### src/cesd_pkg.sv
// ----------------------------------------------------------------------------
// cesd_pkg: shared types and constants of the escape decoder
// Character codes, status codes and the result bundle handed from the
// front end through the queue to the back end.
// ----------------------------------------------------------------------------
package cesd_pkg;

	localparam int CESD_LINE_COUNT_BITS = 16;
	// queue depth, a power of two
	localparam int CESD_QUEUE_DEPTH     = 4;
	localparam int CESD_COUNT_W         = 16;

	localparam logic [7:0] CH_BACKSLASH = 8'h5C;
	localparam logic [7:0] CH_X         = 8'h78;
	localparam logic [7:0] CH_NEWLINE   = 8'h0A;
	localparam logic [3:0] HEX_TEN      = 4'hA;
	localparam int         VALUE_LIMIT  = 256;

	typedef enum logic [2:0] {
		ST_OK        = 3'd0,
		ST_BS_END    = 3'd1,
		ST_HEX_EMPTY = 3'd2,
		ST_HEX_RANGE = 3'd3,
		ST_OCT_RANGE = 3'd4
	} cesd_status_t;

	// everything one input beat produces: up to two data bytes, then status
	typedef struct packed {
		logic                    d0_vld;
		logic [7:0]              d0;
		logic                    d1_vld;
		logic [7:0]              d1;
		logic                    st_vld;
		cesd_status_t            status;
		logic [CESD_COUNT_W-1:0] count;
	} cesd_bundle_t;

endpackage

### src/cesd_in_if.sv
// ----------------------------------------------------------------------------
// cesd_in_if: raw byte channel
// Valid/ready channel carrying one escaped byte and its end-of-string mark.
// ----------------------------------------------------------------------------
interface cesd_in_if;
	logic       valid;
	logic       ready;
	logic [7:0] in_byte;
	logic       end_of_string;

	modport source (output valid, output in_byte, output end_of_string, input ready);
	modport sink   (input valid, input in_byte, input end_of_string, output ready);
endinterface

### src/cesd_out_if.sv
// ----------------------------------------------------------------------------
// cesd_out_if: decoded result channel
// Valid/ready channel carrying one decoded byte or one end-of-string status.
// ----------------------------------------------------------------------------
interface cesd_out_if;
	logic        valid;
	logic        ready;
	logic        kind;
	logic [7:0]  out_byte;
	logic [2:0]  status;
	logic [15:0] line_total;
	logic        last_result;

	modport source (output valid, output kind, output out_byte, output status,
		output line_total, output last_result, input ready);
	modport sink   (input valid, input kind, input out_byte, input status,
		input line_total, input last_result, output ready);
endinterface

### src/cesd_front.sv
// ----------------------------------------------------------------------------
// cesd_front: escape classifier
// Holds the decode mode, escape value, newline counter and error code, and
// turns each accepted byte into at most one result bundle for the queue.
// ----------------------------------------------------------------------------
module cesd_front #(
	parameter int LINE_COUNT_BITS = cesd_pkg::CESD_LINE_COUNT_BITS
) (
	input  logic                  clk,
	input  logic                  arst_n,
	input  logic                  in_valid,
	output logic                  in_ready,
	input  logic [7:0]            in_byte,
	input  logic                  in_eos,
	output logic                  push,
	output cesd_pkg::cesd_bundle_t push_data,
	input  logic                  queue_full
);
	import cesd_pkg::*;

	typedef enum logic [2:0] {
		M_PLAIN    = 3'd0,
		M_ESC      = 3'd1,
		M_HEXSTART = 3'd2,
		M_HEX      = 3'd3,
		M_OCT      = 3'd4
	} mode_t;

	mode_t                      mode_q, mode_d;
	logic [8:0]                 val_q, val_d;
	logic [LINE_COUNT_BITS-1:0] nl_q, nl_d;
	cesd_status_t               err_q, err_d, err_fin;

	logic                       hex_ok, oct_ok, digit_ok;
	logic [3:0]                 hex_d;
	logic [12:0]                val_next;
	logic                       nl_hit, plain_go;
	logic                       b0_vld, b1_vld;
	logic [7:0]                 b0, b1;
	logic [CESD_COUNT_W-1:0]    cnt16;
	logic                       accept;

	function automatic logic [7:0] letter_code(input logic [7:0] b);
		logic [7:0] r;
		unique case (b)
			8'h61:   r = 8'd7;   // a
			8'h62:   r = 8'd8;   // b
			8'h74:   r = 8'd9;   // t
			8'h6E:   r = 8'd10;  // n
			8'h76:   r = 8'd11;  // v
			8'h66:   r = 8'd12;  // f
			8'h72:   r = 8'd13;  // r
			default: r = b;
		endcase
		return r;
	endfunction

	assign accept   = in_valid && in_ready;
	assign in_ready = !queue_full;

	// digit decode
	always_comb begin
		hex_ok = 1'b1;
		hex_d  = '0;
		if (in_byte >= 8'h30 && in_byte <= 8'h39) begin
			hex_d = in_byte[3:0];
		end else if ((in_byte >= 8'h41 && in_byte <= 8'h46) ||
				(in_byte >= 8'h61 && in_byte <= 8'h66)) begin
			hex_d = 4'(in_byte[3:0] - 4'd1 + HEX_TEN);
		end else begin
			hex_ok = 1'b0;
		end
	end
	assign oct_ok   = (in_byte >= 8'h30) && (in_byte <= 8'h37);
	assign digit_ok = (mode_q == M_HEX) ? hex_ok : oct_ok;
	assign val_next = (mode_q == M_HEX) ? ({val_q, 4'h0} + 13'(hex_d))
	                                    : ({1'b0, val_q, 3'h0} + 13'(in_byte[2:0]));

	// next state and results of one byte
	always_comb begin
		mode_d   = mode_q;
		val_d    = val_q;
		err_d    = err_q;
		nl_hit   = 1'b0;
		plain_go = 1'b0;
		b0_vld   = 1'b0;
		b0       = val_q[7:0];
		b1_vld   = 1'b0;
		b1       = in_byte;
		if (err_q == ST_OK) begin
			unique case (mode_q)
				M_ESC: begin
					if (in_byte == CH_X) begin
						mode_d = M_HEXSTART;
					end else if (oct_ok) begin
						val_d  = {6'd0, in_byte[2:0]};
						mode_d = M_OCT;
					end else begin
						nl_hit = (in_byte == CH_NEWLINE);
						b1_vld = 1'b1;
						b1     = letter_code(in_byte);
						mode_d = M_PLAIN;
					end
				end
				M_HEXSTART: begin
					if (hex_ok) begin
						val_d  = {5'd0, hex_d};
						mode_d = M_HEX;
					end else begin
						err_d  = ST_HEX_EMPTY;
						mode_d = M_PLAIN;
					end
				end
				M_HEX, M_OCT: begin
					if (digit_ok) begin
						if (val_next >= 13'(VALUE_LIMIT)) begin
							err_d  = (mode_q == M_HEX) ? ST_HEX_RANGE : ST_OCT_RANGE;
							val_d  = '0;
							mode_d = M_PLAIN;
						end else begin
							val_d = val_next[8:0];
						end
					end else begin
						// digit run ends: emit value, then the byte is plain text
						b0_vld   = 1'b1;
						val_d    = '0;
						mode_d   = M_PLAIN;
						plain_go = 1'b1;
					end
				end
				default: begin
					plain_go = 1'b1;
				end
			endcase
			if (plain_go) begin
				if (in_byte == CH_BACKSLASH) begin
					mode_d = M_ESC;
				end else begin
					nl_hit = (in_byte == CH_NEWLINE);
					b1_vld = 1'b1;
					mode_d = M_PLAIN;
				end
			end
		end
		nl_d = nl_q + LINE_COUNT_BITS'(nl_hit && !(&nl_q));

		// string closes inside an escape
		err_fin = err_d;
		if (in_eos && err_d == ST_OK) begin
			unique case (mode_d)
				M_ESC:        err_fin = ST_BS_END;
				M_HEXSTART:   err_fin = ST_HEX_EMPTY;
				M_HEX, M_OCT: begin
					b0_vld = 1'b1;
					b0     = val_d[7:0];
				end
				default: ;
			endcase
		end
	end

	if (LINE_COUNT_BITS >= CESD_COUNT_W) begin : g_cnt_trunc
		assign cnt16 = nl_d[CESD_COUNT_W-1:0];
	end else begin : g_cnt_ext
		assign cnt16 = {{(CESD_COUNT_W-LINE_COUNT_BITS){1'b0}}, nl_d};
	end

	// bundle for the queue
	always_comb begin
		push_data.d0_vld = b0_vld;
		push_data.d0     = b0;
		push_data.d1_vld = b1_vld;
		push_data.d1     = b1;
		push_data.st_vld = in_eos;
		push_data.status = err_fin;
		push_data.count  = cnt16;
	end
	assign push = accept && (b0_vld || b1_vld || in_eos);

	// decode state
	always_ff @(posedge clk or negedge arst_n) begin
		if (!arst_n) begin
			mode_q <= M_PLAIN;
			val_q  <= '0;
			nl_q   <= '0;
			err_q  <= ST_OK;
		end else if (accept) begin
			if (in_eos) begin
				mode_q <= M_PLAIN;
				val_q  <= '0;
				nl_q   <= '0;
				err_q  <= ST_OK;
			end else begin
				mode_q <= mode_d;
				val_q  <= val_d;
				nl_q   <= nl_d;
				err_q  <= err_d;
			end
		end
	end

endmodule

### src/cesd_queue.sv
// ----------------------------------------------------------------------------
// cesd_queue: bundle queue
// Short register FIFO between the front end and the back end.
// ----------------------------------------------------------------------------
module cesd_queue (
	input  logic                   clk,
	input  logic                   arst_n,
	input  logic                   push,
	input  cesd_pkg::cesd_bundle_t push_data,
	output logic                   full,
	input  logic                   pop,
	output logic                   pop_valid,
	output cesd_pkg::cesd_bundle_t pop_data
);
	import cesd_pkg::*;

	localparam int PtrW = $clog2(CESD_QUEUE_DEPTH);
	localparam int CntW = $clog2(CESD_QUEUE_DEPTH + 1);

	cesd_bundle_t    mem_q [CESD_QUEUE_DEPTH];
	logic [PtrW-1:0] wr_ptr_q, rd_ptr_q;
	logic [CntW-1:0] cnt_q;
	logic            do_push, do_pop;

	assign full      = (cnt_q == CntW'(CESD_QUEUE_DEPTH));
	assign pop_valid = (cnt_q != '0);
	assign pop_data  = mem_q[rd_ptr_q];
	assign do_push   = push && !full;
	assign do_pop    = pop && pop_valid;

	// storage
	always_ff @(posedge clk) begin
		if (do_push) begin
			mem_q[wr_ptr_q] <= push_data;
		end
	end

	// pointers and fill count
	always_ff @(posedge clk or negedge arst_n) begin
		if (!arst_n) begin
			wr_ptr_q <= '0;
			rd_ptr_q <= '0;
			cnt_q    <= '0;
		end else begin
			if (do_push) begin
				wr_ptr_q <= wr_ptr_q + 1'b1;
			end
			if (do_pop) begin
				rd_ptr_q <= rd_ptr_q + 1'b1;
			end
			cnt_q <= cnt_q + CntW'(do_push) - CntW'(do_pop);
		end
	end

endmodule

### src/cesd_back.sv
// ----------------------------------------------------------------------------
// cesd_back: result sequencer
// Takes bundles from the queue and hands out their results one beat at a
// time, data bytes first and the status last.
// ----------------------------------------------------------------------------
module cesd_back (
	input  logic                   clk,
	input  logic                   arst_n,
	output logic                   pop,
	input  logic                   pop_valid,
	input  cesd_pkg::cesd_bundle_t pop_data,
	output logic                   out_valid,
	input  logic                   out_ready,
	output logic                   kind,
	output logic [7:0]             out_byte,
	output logic [2:0]             status,
	output logic [15:0]            line_total,
	output logic                   last_result
);
	import cesd_pkg::*;

	cesd_bundle_t cur_q;
	logic [2:0]   pend_q;    // pieces still to send: status, data1, data0
	logic [2:0]   pend_rest;
	logic         take, load;

	// pick the first pending piece
	always_comb begin
		kind       = 1'b0;
		out_byte   = cur_q.d1;
		status     = ST_OK;
		line_total = '0;
		pend_rest  = pend_q;
		priority if (pend_q[0]) begin
			out_byte     = cur_q.d0;
			pend_rest[0] = 1'b0;
		end else if (pend_q[1]) begin
			pend_rest[1] = 1'b0;
		end else begin
			kind         = 1'b1;
			out_byte     = '0;
			status       = cur_q.status;
			line_total   = cur_q.count;
			pend_rest[2] = 1'b0;
		end
	end

	assign out_valid   = (pend_q != '0);
	assign last_result = (pend_rest == '0);
	assign take        = out_valid && out_ready;
	assign load        = !out_valid || (take && last_result);
	assign pop         = load && pop_valid;

	// current bundle
	always_ff @(posedge clk) begin
		if (pop) begin
			cur_q <= pop_data;
		end
	end

	always_ff @(posedge clk or negedge arst_n) begin
		if (!arst_n) begin
			pend_q <= '0;
		end else if (load) begin
			pend_q <= pop_valid ? {pop_data.st_vld, pop_data.d1_vld, pop_data.d0_vld} : 3'b000;
		end else if (take) begin
			pend_q <= pend_rest;
		end
	end

endmodule

### src/c_escape_sequence_decoder.sv
// A byte's bundle is queued when the byte is accepted and then loaded into the back
// end's current-bundle register, from which its results are sent. Throughput: one
// byte per cycle while each byte gives at most one result and the output does not
// stall; the output sends one result per cycle when ready, so a byte giving two or
// three results holds it longer, and a four-entry bundle queue absorbs the burst.
// Reset: arst_n clears the decode mode, escape value, newline count, error and queue.
// ----------------------------------------------------------------------------
// c_escape_sequence_decoder: C string escape decoder
// Front end classifies raw bytes and escapes, a queue carries result bundles,
// and the back end sends the decoded bytes and the per-string status.
// ----------------------------------------------------------------------------
module c_escape_sequence_decoder #(
	parameter int LINE_COUNT_BITS = cesd_pkg::CESD_LINE_COUNT_BITS
) (
	input  logic      clk,
	input  logic      arst_n,
	cesd_in_if.sink   raw,
	cesd_out_if.source decoded
);
	import cesd_pkg::*;

	logic         push, full, pop, pop_valid;
	cesd_bundle_t push_data, pop_data;

	cesd_front #(
		.LINE_COUNT_BITS(LINE_COUNT_BITS)
	) u_front (
		.clk        (clk),
		.arst_n     (arst_n),
		.in_valid   (raw.valid),
		.in_ready   (raw.ready),
		.in_byte    (raw.in_byte),
		.in_eos     (raw.end_of_string),
		.push       (push),
		.push_data  (push_data),
		.queue_full (full)
	);

	cesd_queue u_queue (
		.clk       (clk),
		.arst_n    (arst_n),
		.push      (push),
		.push_data (push_data),
		.full      (full),
		.pop       (pop),
		.pop_valid (pop_valid),
		.pop_data  (pop_data)
	);

	cesd_back u_back (
		.clk         (clk),
		.arst_n      (arst_n),
		.pop         (pop),
		.pop_valid   (pop_valid),
		.pop_data    (pop_data),
		.out_valid   (decoded.valid),
		.out_ready   (decoded.ready),
		.kind        (decoded.kind),
		.out_byte    (decoded.out_byte),
		.status      (decoded.status),
		.line_total  (decoded.line_total),
		.last_result (decoded.last_result)
	);

endmodule

### src/flat_wrapper.sv
// flat-port wrapper written by rule: the top's interface ports become plain ports
module c_escape_sequence_decoder_flat import cesd_pkg::*;
#(
	parameter int LINE_COUNT_BITS = cesd_pkg::CESD_LINE_COUNT_BITS
)
  (clk, arst_n, raw_valid, raw_in_byte, raw_end_of_string, raw_ready, decoded_valid, decoded_kind, decoded_out_byte, decoded_status, decoded_line_total, decoded_last_result, decoded_ready);
  cesd_in_if raw_i ();
  cesd_out_if decoded_i ();
  input  logic clk;
  input  logic arst_n;
  input wire logic [$bits(raw_i.valid)-1:0] raw_valid;
  input wire logic [$bits(raw_i.in_byte)-1:0] raw_in_byte;
  input wire logic [$bits(raw_i.end_of_string)-1:0] raw_end_of_string;
  output wire logic [$bits(raw_i.ready)-1:0] raw_ready;
  output wire logic [$bits(decoded_i.valid)-1:0] decoded_valid;
  output wire logic [$bits(decoded_i.kind)-1:0] decoded_kind;
  output wire logic [$bits(decoded_i.out_byte)-1:0] decoded_out_byte;
  output wire logic [$bits(decoded_i.status)-1:0] decoded_status;
  output wire logic [$bits(decoded_i.line_total)-1:0] decoded_line_total;
  output wire logic [$bits(decoded_i.last_result)-1:0] decoded_last_result;
  input wire logic [$bits(decoded_i.ready)-1:0] decoded_ready;
  assign raw_i.valid = raw_valid;
  assign raw_i.in_byte = raw_in_byte;
  assign raw_i.end_of_string = raw_end_of_string;
  assign raw_ready = raw_i.ready;
  assign decoded_valid = decoded_i.valid;
  assign decoded_kind = decoded_i.kind;
  assign decoded_out_byte = decoded_i.out_byte;
  assign decoded_status = decoded_i.status;
  assign decoded_line_total = decoded_i.line_total;
  assign decoded_last_result = decoded_i.last_result;
  assign decoded_i.ready = decoded_ready;
  c_escape_sequence_decoder #(.LINE_COUNT_BITS(LINE_COUNT_BITS)) u_core (.clk(clk), .arst_n(arst_n), .raw(raw_i), .decoded(decoded_i));
endmodule
### config.mk
export PLATFORM = sky130hd
export DESIGN_NAME = c_escape_sequence_decoder_flat
export DESIGN_NICKNAME = d
export VERILOG_FILES = /design/src/cesd_pkg.sv /design/src/cesd_in_if.sv /design/src/cesd_out_if.sv /design/src/cesd_front.sv /design/src/cesd_queue.sv /design/src/cesd_back.sv /design/src/c_escape_sequence_decoder.sv /design/src/flat_wrapper.sv
export SDC_FILE = /design/constraint.sdc
export NUM_CORES = 1
export LEC_CHECK = 0
export ABC_AREA = 1
export BUFFER_PORTS_ARGS = -buffer_cell sky130_fd_sc_hd__buf_2
export CAP_MARGIN = 20
export CORE_MARGIN = 2
export CORE_UTILIZATION = 60
export CTS_BUF_LIST = sky130_fd_sc_hd__clkbuf_2
export DETAILED_ROUTE_END_ITERATION = 6
export GPL_ROUTABILITY_DRIVEN = 0
export PLACE_DENSITY_LB_ADDON = 0.05
export SYNTH_ARGS = -nofsm -noshare
export SYNTH_HDL_FRONTEND = slang
export SYNTH_SLANG_ARGS = --single-unit
### constraint.sdc
create_clock -name clk -period 10.2 [get_ports clk]
set_input_delay 1.02 -clock clk [delete_from_list [all_inputs] [get_ports clk]]
set_output_delay 1.02 -clock clk [all_outputs]
set_load 0.01 [all_outputs]
Yosys cells after proc, flatten, opt, wreduce, memory -nomap -nowiden --
Memories as Yosys holds them, arrays and structs flattened. Cells that the tools add are included.
Cells by class: $add $sub $neg 9, multiply operators 0, divide/modulo/power cells 0, magnitude comparators 8, equal/unequal tests 22, shift operators 0, muxes and demuxes 75, bitwise gates (word level) 0, reductions and logical operators 33
Operators with widths (number):
- 8-bit by 7-bit equality test with 1-bit output (second input constant) | 9
- 8-bit 2-to-1 mux | 8
- 9-bit 2-to-1 mux | 7
- 3-bit 2-to-1 mux | 19
- 8-bit case mux with 7 select lines | 1
- 16-bit 2-to-1 mux | 3
- 1-bit 2-to-1 mux | 27
- 9-bit case mux with 3 select lines | 1
- 16-bit by 1-bit adder with 16-bit output | 1
- 8-bit by 7-bit greater-or-equal comparator with 1-bit output (second input constant) | 2
- 8-bit by 6-bit <= comparator with 1-bit output (second input constant) | 2
- 8-bit by 7-bit <= comparator with 1-bit output (second input constant) | 2
- 16-bit AND reduction | 1
- 12-bit by 3-bit adder with 13-bit output | 1
- 13-bit by 4-bit adder with 13-bit output | 1
- 13-bit by 9-bit greater-or-equal comparator with 1-bit output (second input constant) | 1
- 1-bit logical AND | 13
- 13-bit 2-to-1 mux | 1
- 3-bit by 2-bit equality test with 1-bit output (second input constant) | 4
- 3-bit case mux with 2 select lines | 2
- 3-bit equality test (second input constant) | 3
- 3-bit logical NOT | 3
- 3-bit != test (second input constant) | 3
- 3-bit case mux with 3 select lines | 1
- 18 further kinds | 31
Storage, ports and cells: bits in registers 76, bits in latches 0, RAM bits 152, ROM bits 0, input bits 13, output and inout port bits 31, word-level logic and storage cells 161, memories 1
Memory list:
- u_core.u_queue.mem_q | words 4, bits a word 38, rd ports 1, clocked after memory_dff 0, write ports 1, line cesd_queue.sv:20 | cesd_bundle_t mem_q [CESD_QUEUE_DEPTH];

Longest topological paths before layout --
Gate-level depths: netlist of run 1.
depth after elaboration 23, gate-level depth with buffers 26, mapped depth without buffers 26

Cells and area by module --
From an unflattened synthesis of run 1, not the netlist that was laid out.
Unflattened totals: cells, all modules 1079, area, all modules 10779.1 sq um
Modules (own cells, without submodules):
- cesd_queue | times used 1, cells each 539, area an instance 6423.7 sq um, seq. area each 4739.5 sq um
- cesd_front | times used 1, cells each 413, area an instance 2850.2 sq um, seq. area each 775.7 sq um
- cesd_back | times used 1, cells each 127, area an instance 1505.2 sq um, seq. area each 1126.1 sq um

Worst setup path after synthesis of run 1 --
No wires, ideal clock.
kind input-to-reg, from in raw_in_byte[1], to mem u_core.u_queue.mem_q[0][0] (netlist bit), enable pin, setup time 433 ps, arrival 3984 ps, required time 9767 ps, slack 5783 ps, stages on the path 17, path buffers 0, path through inv_1 ha_1 inv_1 nand3_1 nand2_1 nand2_1 nand2_2 nand3_4 nand2_2 nand3_2 nand2_2 nand3_4 nand2_2 inv_2 nand3_2 nand2_4 nor2_1
RTL lines:
- from (decl) | line flat_wrapper.sv:12 | input wire logic [$bits(raw_i.in_byte)-1:0] raw_in_byte;
- to (decl) | line cesd_queue.sv:20

==> impl_metrics.ini, run 1 <==
[setup_path]
crit_fanout = 9
start_kind = flop
rr_startpoint = u_core.u_front.err_q[2]$_DFFE_PN0P_
critPathBufInv = 6
reg2reg_to = u_core.u_queue.mem_q[1][13]$_DFFE_PP_
required_ns = 10.72
arrival_ns = 4.17
slowest_stage = nor3_4
slowest_delay_ns = 0.47
worst_setup_path_end_kind = flop
rr_worst_depth = 20
r2r_slack_ns = 6.55
path_cells = nor3_4 > inv_2 > nor2_1 > inv_1 > nor2_1 > inv_2 > nor2_2 > inv_2 > nand2_2 > inv_2 > nor2_1 > ha_1 > nand3_1 > nor2_1 > nand3_1 > nor4_1 > nand3_1 > nor3_1 > xor2_1 > inv_1
cp_top_family = simple AND/OR/NAND/NOR gates
critPathKind = reg -> reg

[synthesis]
synth_commonest_cells = 187 x edfxtp_1, 141 x nand2_1, 132 x nor2_1, 115 x inv_1, 113 x o21ai_0
synth_fp_nets = 997
synth-edff-count = 187
ys_async_sr_fraction_pct = 18.0
synthCells = 970
synthAdderAreaFrac_pct = 1.78
netlist.area_leader.share_pct = 54.7
yosysWarningCount = 0
syn-cell-area_sq_um = 10300
synth_most_common_cell = edfxtp_1
ys.flop_type = edfxtp_1
ys_seq_area_share_pct = 64.7
synth_top_cells_by_area = edfxtp_1 55%, dfrtp_1 10%, o21ai_0 5.5%
synth_seq_cells = 228
synth_compound_area_share_pct = 10.2
yosys.area.top_type = edfxtp_1
synth_top_family_by_area = simple AND/OR/NAND/NOR gates
synthMuxAreaShare_pct = 0
syn_area_per_cell_sq_um = 10.6
synth_xor_area_share_pct = 1.36
synthSimpleGateAreaFrac_pct = 16.0
ys_types = 38

[global_route]
grt_overflow = 0
grt_usage_pct = 25.2
grt_antenna_before_repair = 1
grt_max_degree = 80
grt_pass1_vias = 6918
grt_pass1_wl_microns = 35000

[finish]
final_layout_size_suffix_gt1_share_pct = 17.1
finalNetCount = 1068
fin_cells = 1305
nFillCells = 1299
design_area_sq_um = 11200
syn2layout_area_growth_pct = 9.35

[detailed_routing]
via_per_inst = 5.56
drt_iter0_drc = 676
wl_per_cell_microns = 17.0
dr.pass1.iters = 6
routed_wl_microns = 22100
via_count = 7259
drc = 0
ant_nets = 0

[sta]
slew_headroom_pct = 33.7
skew_ns = 0.0389
fmax_mhz = 274
setup_viol = 0
fin_crit_sh_pct = 35.8
final.min_clock_period_ns = 3.65
timing.setup.tns_ns = 0
rsz0062_at_grt = no
hold_viol_final = 0
whs_ns = 0.406
drv_slew = 0
tightest_slew_ns = 0.994

[die]
dieHeight_microns = 135
core_sq_um = 16600
die_area_sq_um = 18200
die_w_microns = 135
ioPinCount = 44
rows = 47
initial_core_util_pct = 61.7

[clock_tree]
h-tree-depth = 2
cts_resized = 0
path_clk_slew_ns = 0.10
cts_made_buffers = 53
post_cts_buffers = 0
cts_sinks = 228
clockBufferDepth = 3
cts_tree = yes
ctsHoldBuffers = 0
clk_latency_ns = 0.79
ctsRootBufferMaster = clkbuf_2

[pwr]
p_leak_nw = 4.65
ir_worst_vdd_uv = 195
powerDensity_nw_per_um2 = 249

[outcome]
status = finished clean

[placed_design]
dpl.hpwl_microns = 14100
dp_cells = 1206
io_buffers = 43
place_area_sq_um = 10700

[run]
maxCapViolations = 0

[hold_path]
hp-class = in -> async
-- worst max path at each step --
stage	from	end	slack (ns)	depth (start not counted)
after global placement	raw_in_byte[1]	u_core.u_front.nl_q[15]$_DFFE_PN0P_	6.03	27
after floorplan	raw_in_byte[1]	u_core.u_queue.mem_q[0][0]$_DFFE_PP_	5.78	17
after detailed placement	raw_in_byte[1]	u_core.u_front.nl_q[15]$_DFFE_PN0P_	5.86	27
after CTS	u_core.u_front.err_q[2]$_DFFE_PN0P_	u_core.u_front.nl_q[15]$_DFFE_PN0P_	6.58	22
after global routing	u_core.u_front.err_q[0]$_DFFE_PN0P_	u_core.u_front.nl_q[15]$_DFFE_PN0P_	6.09	22
final	u_core.u_front.err_q[2]$_DFFE_PN0P_	u_core.u_queue.mem_q[1][13]$_DFFE_PP_	6.55	20
-- cell usage in the layout (no fill, tap or decap), types with 14 or more instances in the layout --
cell and n:
buf_2 43, clkbuf_2 80, clkinv_1 17, dfrtp_1 40, edfxtp_1 187, inv_1 114
nand2_1 141, nand3_1 26, nand4_1 14, nor2_1 128, o21ai_0 113, o22ai_1 51
-- flip-flops by register name, indices dropped and copies added (netlist names) --
signal,cells
u_core.u_queue.mem_q,152
u_core.u_front.err_q,3
u_core.u_back.pend_q,3
u_core.u_front.nl_q,16
u_core.u_front.val_q,9
u_core.u_front.mode_q,3
u_core.u_queue.wr_ptr_q,2
u_core.u_queue.rd_ptr_q,2
u_core.u_queue.cnt_q,3
u_core.u_back.cur_q,35
-- through the flow --
step,total power (W),worst slack (ns),utilization (%)
after detailed placement,0.00225,5.86,64.5
after global routing,0.00297,6.09,67.5
final,0.00279,6.55,67.5
after global placement,0.00222,6.03,64.5
after CTS,0.00282,6.58,67.4
after floorplan,0.00194,5.78,-
-- layout make-up --
cell class,instances,area [sq um],share of cell area (%)
inverter,125,469,4.18
clock buffer,80,400,3.57
tap,220,275,2.45
multi-input combinational,580,3050,27.2
sequential,228,6640,59.2
timing repair buffer,53,290,2.59
antenna,1,2.50,0.0223
clock inverter,18,95.1,0.847
-- metal layers --
metal	GRT usage [%]	up-vias	routed length, microns
met4	8.13	0	360
met5	0	-	0
met2	39.1	260	10200
li1	-	3510	-
met1	36.7	3462	9960
met3	4.35	27	1570
-- cells by family (layout without fill, tap and decap cells) --
logic type / Yosys count / after routing
AO/OA/AOI/OAI: 191 / 191
XOR/XNOR: 16 / 16
adder cells (fa/ha/maj): 14 / 14
buffers and inverters: 162 / 276
flip-flops: 228 / 228
other: 0 / 1
AND/OR/NAND/NOR: 359 / 359
-- where the power goes --
part	internal (W)	switching [W]	total, W
sequential	0.00130	0.0000754	0.00137
combinational	0.000249	0.000600	0.000849
clock	0.000234	0.000337	0.000570
total	0.00178	0.00101	0.00279
No activity file was read; power rests on OpenSTA's default activity.
==> inputs of run 2 (changes only) <==
--- a/config.mk
+++ b/config.mk
@@ -9,7 +9,7 @@
 export BUFFER_PORTS_ARGS = -buffer_cell sky130_fd_sc_hd__buf_2
 export CAP_MARGIN = 20
 export CORE_MARGIN = 2
-export CORE_UTILIZATION = 60
+export CORE_UTILIZATION = 58
 export CTS_BUF_LIST = sky130_fd_sc_hd__clkbuf_2
 export DETAILED_ROUTE_END_ITERATION = 6
 export GPL_ROUTABILITY_DRIVEN = 0
==> constraint.sdc (replaced) <==
create_clock -name clk -period 3.1 [get_ports clk]
set_input_delay 0.31 -clock clk [delete_from_list [all_inputs] [get_ports clk]]
set_output_delay 0.31 -clock clk [all_outputs]
set_load 0.01 [all_outputs]
==> run 2 against run 1 <==
Net effect:
- the flow now finishes with violations (negative setup slack)
- clock power grew to 3.5 times the previous value
- non-clock buffer count up 83
- total power grew to 3.4 times the previous value
- critical path depth grew 2
- setup slack worse by 6.6 ns
- routed wire length increased by 4.3%
- critical path type unchanged
- worst hold slack lost 0.34 ns
==> impl_metrics.ini, run 2 (synthesis gave the netlist of run 1 again) <==
[detailed_routing]
via_per_inst = 5.43
via_count = 7583
drt_iter0_drc = 644
routed_wl_microns = 23100
drc = 0
ant_nets = 0
wl_per_cell_microns = 16.5
dr.pass1.iters = 5

[global_route]
grt_antenna_before_repair = 1
grt_overflow = 0
grt_usage_pct = 25.3
grt_max_degree = 79
grt_pass1_wl_microns = 36100
grt_pass1_vias = 7229

[die]
ioPinCount = 44
initial_core_util_pct = 59.4
dieHeight_microns = 137
die_area_sq_um = 18800
die_w_microns = 137
rows = 48
core_sq_um = 17300

[pwr]
ir_worst_vdd_uv = 1250
powerDensity_nw_per_um2 = 779
p_leak_nw = 5.11

[setup_path]
slowest_delay_ns = 0.42
slowest_stage = dfrtp_1
critPathKind = reg -> reg
crit_top_cell = nor2_2
crit_fanout = 4
start_kind = flop
path_cells = buf_6 > nor3_2 > nor2_2 > inv_2 > nor2_2 > inv_2 > nor2_2 > inv_1 > nand2_2 > nand3_4 > nand2_4 > inv_4 > nor2_4 > ha_2 > nand3_2 > nor2_4 > nand3_4 > nor4_4 > nand3_1 > nor3_2 > xor2_1 > inv_1
required_ns = 3.68
worst_setup_path_end_kind = flop
arrival_ns = 3.71
critPathBufInv = 6
cp_top_family = simple AND/OR/NAND/NOR gates

[finish]
nFillCells = 1350
final_cell_mix = 187 x edfxtp_1, 141 x nand2_1, 119 x nor2_1
final_layout_size_suffix_gt1_share_pct = 24.2
syn2layout_area_growth_pct = 18.1
largest_reg_flops = 152
post-route-util_pct = 70.1
finalNetCount = 1152
final_common_cell = edfxtp_1
largestRegisters = u_core.u_queue.mem_q: 152 flops, u_core.u_back.cur_q: 35 flops, u_core.u_front.nl_q: 16 flops
largest_register = u_core.u_queue.mem_q

[sta]
final.min_clock_period_ns = 3.14
rsz0062_at_grt = yes
drv_slew = 0
setup_viol = 5
whs_ns = 0.0706
setup_ws_ns = -0.0353
fmax_mhz = 319
skew_ns = 0.0673
slew_headroom_pct = 48.7
tightest_slew_ns = 0.769
fin_crit_sh_pct = 101
hold_viol_final = 0

[outcome]
status = finished, violations left
violations = negative setup slack

[clock_tree]
path_clk_slew_ns = 0.12
h-tree-depth = 2
clockBufferDepth = 3
cts_sinks = 228
clk_latency_ns = 0.85
cts_made_buffers = 54
cts_tree = yes
ctsRootBufferMaster = clkbuf_2

[placed_design]
dpl.hpwl_microns = 14400
io_buffers = 43

[hold_path]
hp-class = in -> reg

[run]
maxCapViolations = 0
[run 2: area by class of cell]
cell class              count  area (sq um)  area share (%)
flip-flops and latches    228          6640            54.8
multi-input cells         580          3190            26.3
repair buffers            136          1000            8.28
inverters                 125           472            3.89
clock buffers              78           390            3.22
well taps                 225           282            2.32
clock inverters            23           145            1.20
diodes                      1          2.50          0.0206
[run 2: what timing repair did]
action	in CTS	in global routing
hold endpoints to repair	65	5
setup endpoints to repair	9	34
setup buffers	0	9
hold buffers	7	1
resized for setup	3	30
pin swaps	0	13
[run 2: per-layer routing]
metal,GRT usage [%],wire (microns)
met1,37.1,10600
met2,38.2,10500
met3,5.00,1560
met4,8.30,376
met5,0,0
[run 2: worst register-to-register path: cells and delay by family (launching register included)]
family | cells | cell delay, ns
simple gates | 14 | 1.63
buf+inv | 6 | 0.46
flops | 1 | 0.42
xor+xnor | 1 | 0.21
fa+ha+maj | 1 | 0.20
[run 2: stage by stage]
step | cell area, sq um | std cells | worst slack (ns) | total power [W] | setup TNS (ns)
final | 12100 | 1396 | -0.0353 | 0.00945 | -0.137
after detailed placement | 11300 | 1275 | -0.227 | 0.00751 | -2.46
after floorplan | 10300 | 970 | -0.626 | 0.00638 | -95.17
after CTS | 11900 | 1383 | -0.00433 | 0.00952 | -0.00433
after global placement | 11300 | 1275 | -0.117 | 0.00742 | -0.857
after global routing | 12100 | 1396 | -0.227 | 0.0101 | -1.98
[run 2: path summary, 6_finish.rpt]
check | end | cells past startpoint | slack [ns] | start
setup reg to reg | u_core.u_queue.mem_q[3][13]$_DFFE_PP_ | 22 | -0.04 | u_core.u_front.mode_q[0]$_DFFE_PN0P_
setup / recovery | u_core.u_queue.mem_q[3][13]$_DFFE_PP_ | 22 | -0.04 | u_core.u_front.mode_q[0]$_DFFE_PN0P_
hold / removal | u_core.u_queue.mem_q[0][26]$_DFFE_PP_ | 4 | 0.07 | raw_in_byte[6]
min in group asynchronous | u_core.u_back.pend_q[0]$_DFFE_PN0P_ | 3 | 0.51 | arst_n
max in group asynchronous | u_core.u_front.mode_q[2]$_DFFE_PN0P_ | 4 | 2.02 | arst_n
hold reg to reg | u_core.u_front.val_q[8]$_DFFE_PN0P_ | 2 | 0.51 | u_core.u_front.val_q[8]$_DFFE_PN0P_
[run 2: power by group]
part	switching (W)	internal, W	leakage [nW]
Clock	0.00117	0.000853	0.390
Sequential	0.000216	0.00426	2.30
Combinational	0.00202	0.000925	2.42
Total	0.00341	0.00604	5.11
